===== config.mk =====
export PLATFORM = sky130hd
export DESIGN_NAME = binary_frame_encoder_flat
export DESIGN_NICKNAME = d
export VERILOG_FILES = /design/src/design/bfe_pkg.sv /design/src/design/bfe_item_if.sv /design/src/design/bfe_result_if.sv /design/src/design/binary_frame_encoder.sv /design/src/design/bfe_framer.sv /design/src/flat_wrapper.sv
export SDC_FILE = /design/constraint.sdc
export NUM_CORES = 1
export LEC_CHECK = 0
export ABC_AREA = 1
export BUFFER_PORTS_ARGS = -buffer_cell sky130_fd_sc_hd__buf_2
export CAP_MARGIN = 20
export CORE_UTILIZATION = 25
export CTS_BUF_LIST = sky130_fd_sc_hd__clkbuf_4 sky130_fd_sc_hd__clkbuf_8 sky130_fd_sc_hd__clkbuf_16
export DETAILED_ROUTE_END_ITERATION = 12
export PLACE_DENSITY = 0.51
export SLEW_MARGIN = 15
export SYNTH_ARGS = -nofsm -noshare
export SYNTH_HDL_FRONTEND = slang
export SYNTH_SLANG_ARGS = --single-unit

===== constraint.sdc =====
create_clock -name clk -period 4.26 [get_ports clk]
set_clock_uncertainty 0.05 [all_clocks]
set_input_delay 0.213 -clock clk [delete_from_list [all_inputs] [get_ports clk]]
set_output_delay 0.213 -clock clk [all_outputs]
set_load 0.05 [all_outputs]

===== src/design/bfe_pkg.sv =====
// ----------------------------------------------------------------------------
// bfe_pkg
// Shared types and constants of the binary frame encoder.
// ----------------------------------------------------------------------------
package bfe_pkg;

	// Largest number of bytes that one request can cause.
	localparam int unsigned MAX_RESULTS = 8;
	localparam int unsigned CNT_W       = 4;

	localparam logic [7:0] SYNC_FIRST  = 8'hB5;
	localparam logic [7:0] SYNC_SECOND = 8'h62;
	localparam logic [7:0] LEN_HIGH    = 8'h00;

	localparam logic FUNC_START   = 1'b0;
	localparam logic FUNC_PAYLOAD = 1'b1;

	typedef logic [7:0] byte_t;

	typedef struct packed {
		logic  func;
		byte_t msg_class;
		byte_t message_id;
		byte_t payload_length;
		byte_t payload_byte;
	} item_t;

	// Bytes produced by one request, first byte in element 0.
	typedef struct packed {
		logic                             load;
		logic [MAX_RESULTS-1:0][7:0]      bytes;
		logic [CNT_W-1:0]                 count;
		logic                             has_end;
	} load_t;

endpackage


===== src/design/bfe_item_if.sv =====
// ----------------------------------------------------------------------------
// bfe_item_if
// Request channel of the frame encoder: one start or payload request.
// ----------------------------------------------------------------------------
interface bfe_item_if;
	logic                valid;
	logic                ready;
	logic                func;
	bfe_pkg::byte_t      msg_class;
	bfe_pkg::byte_t      message_id;
	bfe_pkg::byte_t      payload_length;
	bfe_pkg::byte_t      payload_byte;

	modport source (
		output valid, func, msg_class, message_id, payload_length, payload_byte,
		input  ready
	);
	modport sink (
		input  valid, func, msg_class, message_id, payload_length, payload_byte,
		output ready
	);
endinterface


===== src/design/bfe_result_if.sv =====
// ----------------------------------------------------------------------------
// bfe_result_if
// Result channel of the frame encoder: one byte of the framed message.
// ----------------------------------------------------------------------------
interface bfe_result_if;
	logic                valid;
	logic                ready;
	bfe_pkg::byte_t      out_byte;
	logic                run_last;
	logic                frame_last;

	modport source (
		output valid, out_byte, run_last, frame_last,
		input  ready
	);
	modport sink (
		input  valid, out_byte, run_last, frame_last,
		output ready
	);
endinterface


===== src/design/binary_frame_encoder.sv =====
// ----------------------------------------------------------------------------
// binary_frame_encoder
// Builds sync-framed command messages with a Fletcher-8 checksum.
// ----------------------------------------------------------------------------
// A start request emits the sync bytes 0xB5 0x62, class, id, the length and a
// zero high length byte, and restarts the two running sums; every payload
// request emits its byte, and the request that carries the last payload byte
// (or a start with zero length) also emits the sums A and B, the second of
// which is flagged as the end of the frame. A payload request outside a frame
// is taken and dropped. All bytes of one request are formed combinationally
// and loaded into an eight-byte output register, which hands out one byte
// per cycle while result.ready holds; a new request is taken in the cycle
// that the last byte of the previous one leaves. A request yields one result
// byte for an ordinary payload byte, so payload streams through at one
// request per cycle while result.ready holds, three for the closing payload
// byte, and six or eight for a start. A dropped payload request loads no
// bytes. The output register is the only limit on rate.
// ----------------------------------------------------------------------------
module binary_frame_encoder (
	input  logic        clk,
	input  logic        arst_n,
	bfe_item_if.sink    item,
	bfe_result_if.source result
);

	bfe_pkg::item_t                           req;
	bfe_pkg::load_t                           load;
	logic                                     accept;
	logic                                     take;
	logic [bfe_pkg::MAX_RESULTS-1:0][7:0]     buf_s1;
	logic [bfe_pkg::CNT_W-1:0]                cnt_s1;
	logic                                     end_s1;

	assign req.func           = item.func;
	assign req.msg_class      = item.msg_class;
	assign req.message_id     = item.message_id;
	assign req.payload_length = item.payload_length;
	assign req.payload_byte   = item.payload_byte;

	// The output register is free when empty, or when its final byte leaves now.
	assign take       = result.valid && result.ready;
	assign item.ready = (cnt_s1 == '0) ||
	                    ((cnt_s1 == bfe_pkg::CNT_W'(1)) && result.ready);
	assign accept     = item.valid && item.ready;

	bfe_framer u_framer (
		.clk    (clk),
		.arst_n (arst_n),
		.accept (accept),
		.item   (req),
		.load   (load)
	);

	// The remaining byte count is control state; the bytes themselves need no reset.
	always_ff @(posedge clk or negedge arst_n) begin
		if (!arst_n) begin
			cnt_s1 <= '0;
			end_s1 <= 1'b0;
		end else if (accept && load.load) begin
			cnt_s1 <= load.count;
			end_s1 <= load.has_end;
		end else if (take) begin
			cnt_s1 <= cnt_s1 - bfe_pkg::CNT_W'(1);
		end
	end

	always_ff @(posedge clk) begin
		if (accept && load.load) begin
			buf_s1 <= load.bytes;
		end else if (take) begin
			buf_s1 <= buf_s1 >> 8;
		end
	end

	assign result.valid      = (cnt_s1 != '0);
	assign result.out_byte   = buf_s1[0];
	assign result.run_last   = (cnt_s1 == bfe_pkg::CNT_W'(1));
	assign result.frame_last = (cnt_s1 == bfe_pkg::CNT_W'(1)) && end_s1;

endmodule


===== src/design/bfe_framer.sv =====
// ----------------------------------------------------------------------------
// bfe_framer
// Frame state and Fletcher-8 sums; forms the bytes that one request causes.
// ----------------------------------------------------------------------------
module bfe_framer (
	input  logic            clk,
	input  logic            arst_n,
	input  logic            accept,
	input  bfe_pkg::item_t  item,
	output bfe_pkg::load_t  load
);

	bfe_pkg::byte_t sum_a_q;
	bfe_pkg::byte_t sum_b_q;
	bfe_pkg::byte_t left_q;
	logic           open_q;

	bfe_pkg::byte_t a2, a3, b2, b3, b4;
	bfe_pkg::byte_t pa, pb, left_dec;
	logic           is_start;
	logic           len_zero;
	logic           pay_end;

	// Header sums over class, id, length and the zero high byte, in closed form.
	assign a2 = item.msg_class + item.message_id;
	assign a3 = a2 + item.payload_length;
	assign b2 = item.msg_class + a2;
	assign b3 = b2 + a3;
	assign b4 = b3 + a3;

	assign pa       = sum_a_q + item.payload_byte;
	assign pb       = sum_b_q + pa;
	assign left_dec = left_q - 8'd1;

	assign is_start = (item.func == bfe_pkg::FUNC_START);
	assign len_zero = (item.payload_length == 8'd0);
	assign pay_end  = (left_dec == 8'd0);

	always_comb begin
		load       = '0;
		load.load  = is_start || open_q;
		if (is_start) begin
			load.bytes[0] = bfe_pkg::SYNC_FIRST;
			load.bytes[1] = bfe_pkg::SYNC_SECOND;
			load.bytes[2] = item.msg_class;
			load.bytes[3] = item.message_id;
			load.bytes[4] = item.payload_length;
			load.bytes[5] = bfe_pkg::LEN_HIGH;
			load.bytes[6] = a3;
			load.bytes[7] = b4;
			load.count    = len_zero ? bfe_pkg::CNT_W'(8) : bfe_pkg::CNT_W'(6);
			load.has_end  = len_zero;
		end else begin
			load.bytes[0] = item.payload_byte;
			load.bytes[1] = pa;
			load.bytes[2] = pb;
			load.count    = pay_end ? bfe_pkg::CNT_W'(3) : bfe_pkg::CNT_W'(1);
			load.has_end  = pay_end;
		end
	end

	always_ff @(posedge clk or negedge arst_n) begin
		if (!arst_n) begin
			sum_a_q <= '0;
			sum_b_q <= '0;
			left_q  <= '0;
			open_q  <= 1'b0;
		end else if (accept) begin
			if (is_start) begin
				sum_a_q <= a3;
				sum_b_q <= b4;
				left_q  <= item.payload_length;
				open_q  <= !len_zero;
			end else if (open_q) begin
				sum_a_q <= pa;
				sum_b_q <= pb;
				left_q  <= left_dec;
				open_q  <= !pay_end;
			end
		end
	end

endmodule


===== src/flat_wrapper.sv =====
// flat-port wrapper written by rule: the top's interface ports become plain ports
module binary_frame_encoder_flat 
  (clk, arst_n, item_valid, item_func, item_msg_class, item_message_id, item_payload_length, item_payload_byte, item_ready, result_valid, result_out_byte, result_run_last, result_frame_last, result_ready);
  bfe_item_if item_i ();
  bfe_result_if result_i ();
  input  logic clk;
  input  logic arst_n;
  input wire logic [$bits(item_i.valid)-1:0] item_valid;
  input wire logic [$bits(item_i.func)-1:0] item_func;
  input wire logic [$bits(item_i.msg_class)-1:0] item_msg_class;
  input wire logic [$bits(item_i.message_id)-1:0] item_message_id;
  input wire logic [$bits(item_i.payload_length)-1:0] item_payload_length;
  input wire logic [$bits(item_i.payload_byte)-1:0] item_payload_byte;
  output wire logic [$bits(item_i.ready)-1:0] item_ready;
  output wire logic [$bits(result_i.valid)-1:0] result_valid;
  output wire logic [$bits(result_i.out_byte)-1:0] result_out_byte;
  output wire logic [$bits(result_i.run_last)-1:0] result_run_last;
  output wire logic [$bits(result_i.frame_last)-1:0] result_frame_last;
  input wire logic [$bits(result_i.ready)-1:0] result_ready;
  assign item_i.valid = item_valid;
  assign item_i.func = item_func;
  assign item_i.msg_class = item_msg_class;
  assign item_i.message_id = item_message_id;
  assign item_i.payload_length = item_payload_length;
  assign item_i.payload_byte = item_payload_byte;
  assign item_ready = item_i.ready;
  assign result_valid = result_i.valid;
  assign result_out_byte = result_i.out_byte;
  assign result_run_last = result_i.run_last;
  assign result_frame_last = result_i.frame_last;
  assign result_i.ready = result_ready;
  binary_frame_encoder u_core (.clk(clk), .arst_n(arst_n), .item(item_i), .result(result_i));
endmodule

==> impl_metrics.py <==
metrics = {
    "grt": {
        "antenna_found_initial": 0,
        "grt_pass1_wl_mm": 24.09,
        "grt_usage": 0.1327,
        "grt_overflow": 0,
        "grt_pass1_vias": 4317,
        "grt_max_degree": 73,
    },
    "routing": {
        "first_pass_iters": 5,
        "drt-total-wl_mm": 15.18,
        "antenna_left": 0,
        "dr_total_vias": 4394,
        "detail_route.wl_per_cell_um": 15.16,
        "drc_errors": 0,
        "drt_iter0_drc": 256,
        "vias_per_cell": 4.390,
    },
    "final_layout": {
        "fin_cells": 1001,
        "area_growth_pct": 13.52,
        "drive_gt1_frac": 0.1250,
        "nFillCells": 2501,
        "stdcell_area_um2": 6673,
        "antenna_cells": 0,
        "fin_nets": 771,
    },
    "job": {
        "drv_cap": 0,
    },
    "min_path": {
        "hold_class": "in2reg",
    },
    "timing": {
        "holdWs_ns": 0.1147,
        "fin_crit_ns": 3.778,
        "max_slew.worst_pin.slew_ns": 0.9930,
        "fmax_mhz": 264.7,
        "hold_violations": 0,
        "finalSetupViolCount": 0,
        "relSlewSlack": 0.3380,
        "final_max_slew_viol_count": 0,
        "setup_ws_ns": 0.4819,
        "fin_crit_sh": 0.8869,
        "fin_setup_tns_ns": 0,
        "rsz0062_at_grt": "no",
    },
    "floorplan": {
        "die_w_um": 155.3,
        "io_pins": 49,
        "start_util": 0.2573,
        "core_um2": 22850,
        "die_h_um": 155.3,
        "rows": 55,
        "die_area_um2": 24130,
    },
    "logic_synthesis": {
        "async_flop_share": 0.3191,
        "syn_nets": 732,
        "synthCells": 644,
        "synth_enable_flop_cells": 64,
        "synth-seq-cells": 94,
        "yosysWarnings": 0,
        "syn_avg_cell_area_um2": 9.128,
        "ys_dominant_reg_cell": "edfxtp_1",
        "seq_area_frac_synth": 0.4547,
        "synth_cell_type_count": 40,
        "syn-cell-area_um2": 5878,
    },
    "worst_setup_path": {
        "crit_type": "in2reg",
        "critPathMaxFanout": 4,
        "end_kind": "flop",
        "rrSetupSlack_ns": 1.00,
        "cp-start-kind": "primary input",
        "crit_arrival_ns": 3.84,
        "cp.required_ns": 4.32,
    },
    "clock_network": {
        "path_clk_slew_ns": 0.07,
        "insertion_delay_ns": 0.35,
        "cts_tree": "done",
        "htree_levels": 3,
        "cts.repair.resized": 0,
        "post_cts_buffers": 0,
        "cts.sinks": 94,
        "cts-root-buf": "clkbuf_16",
        "cts_made_buffers": 9,
        "clock_path_buffers": 2,
    },
    "place": {
        "portBuffers": 48,
        "place_area_um2": 6391,
        "dpl.hpwl_mm": 11.13,
        "pre_cts_ws_ns": 0.1088,
        "dp.cells": 984,
        "gp_congestion": 0.8404,
    },
    "power": {
        "cellPowerDensity_nw_per_um2": 672.4,
        "p_leak_nw": 3.166,
        "ir_worst_vdd_uv": 208.5,
    },
    "outcome": {
        "status": "finished clean",
    },
}
Yosys cell counts, types with 3 or more instances:
cell type  instances  area share
o211ai_1           3      0.0038
a21oi_1           32       0.027
o221ai_2           4       0.010
nor2_1            27       0.017
a22o_1            11       0.016
buf_2              9      0.0077
inv_2              5      0.0032
clkbuf_1           3      0.0019
nor3_1             3      0.0026
a31oi_1            3      0.0032
dfrtp_1           30        0.13
xor2_1            14       0.021
inv_1             75       0.048
nand3b_1           3      0.0038
xnor2_1           15       0.022
fa_1              11       0.037
o21ai_0           25       0.021
a2bb2oi_1          6      0.0089
ha_1              40       0.085
buf_4             11       0.014
edfxtp_1          64        0.33
nand2_1          185        0.12
nand3_1           34       0.029
o22a_1             8       0.012
or2_2              4      0.0043
cell families after synthesis:
logic type / share of synthesized area
buffers and inverters: 0.07727
and+or+nand+nor: 0.1926
AOI/OAI and AO/OA: 0.1096
xor gates and xnor gates: 0.04321
DFF: 0.4547
adders and majority gates: 0.1226
cell usage in the layout, fill, tap and decap left out, types with 2 or more instances in the layout:
master / count
o221ai_2: 4
ha_1: 40
clkinvlp_4: 4
a31oi_1: 3
nand3_1: 34
buf_2: 48
nand2_4: 2
nand2_1: 185
nor2_4: 2
a2bb2oi_1: 6
a21oi_1: 32
or2_2: 4
nor2_1: 27
o21ai_0: 25
o211ai_1: 3
inv_1: 75
nand4_1: 2
a22o_1: 11
clkbuf_16: 9
xnor2_1: 15
buf_4: 4
nor3_1: 3
inv_2: 5
fa_1: 11
edfxtp_1: 64
dfrtp_1: 30
o22a_1: 8
xor2_1: 14
nand3b_1: 3
nor4_1: 2
flip-flops by register name, summed over array words and instances (netlist names):
register / count
u_core.result.out_byte: 8
u_core.u_framer.sum_b_q: 8
u_core.cnt_s1: 4
u_core.buf_s1: 56
u_core.end_s1: 1
u_core.u_framer.sum_a_q: 8
u_core.u_framer.left_q: 8
u_core.u_framer.open_q: 1
final timing paths:
kind | start | endpoint | depth (start not counted)
max | item_msg_class[0] | u_core.buf_s1[63]$_SDFFCE_PP0P_ | 26
min reg2reg | u_core.u_framer.sum_a_q[3]$_DFFE_PN0P_ | u_core.u_framer.sum_a_q[3]$_DFFE_PN0P_ | 2
min in group asynchronous | arst_n | u_core.cnt_s1[2]$_DFFE_PN0P_ | 2
max in group asynchronous | arst_n | u_core.u_framer.sum_b_q[3]$_DFFE_PN0P_ | 2
max reg2reg | u_core.u_framer.sum_a_q[0]$_DFFE_PN0P_ | u_core.buf_s1[23]$_DFFE_PP_ | 15
min | item_payload_byte[6] | u_core.result.out_byte[6]$_DFFE_PP_ | 2
critical path, cell delays in order:
cell and delay [ns]:
buf_2 0.13, ha_1 0.24, fa_1 0.42, nand3_1 0.11
nand2_1 0.09, xnor2_1 0.14, inv_1 0.10, ha_1 0.33
a21oi_1 0.16, nand2_1 0.09, xor2_1 0.17, inv_1 0.10
fa_1 0.45, ha_1 0.34, nand2_1 0.10, inv_1 0.04
nand2_1 0.05, nand2_1 0.04, nor2_1 0.12, inv_1 0.05
nand3_1 0.07, nand2_1 0.06, inv_1 0.05, nand2_1 0.04
nand3_1 0.08, nor2_1 0.05
report_power, final:
group	internal (mW)	switching [mW]
Clock	0.400	0.371
Combinational	0.835	1.36
Sequential	1.38	0.141
what timing repair did:
item | in CTS | in global routing
endpoints found under the hold margin | 30 | 0
hold buffers | 1 | 0
setup endpoints to repair | 0 | 0
layer usage:
layer  global-route usage  vias up  share of wire
met1               0.1883     2067           0.50
met3              0.02396       18          0.048
met5                    0        -              0
met2               0.1975       95           0.43
li1                     -     2214              -
met4              0.05462        0          0.023
final cells by class:
class,instances,area (um2),share of cell area
Multi-Input combinational cell,445,2756,0.4131
Sequential cell,94,2673,0.4005
Tap cell,313,391.6,0.05869
Inverter,80,300.3,0.04500
Timing Repair Buffer,53,280.3,0.04200
Clock buffer,10,232.7,0.03488
Clock inverter,6,38.79,0.005813
stage by stage:
step                power (mW)  utilization
floorplan                3.272            -
global placement         3.713       0.2797
detailed placement       3.735       0.2797
CTS                      4.524       0.2921
global route             4.892       0.2921
finish                   4.487       0.2921
No activity file was read; power rests on OpenSTA's default activity.
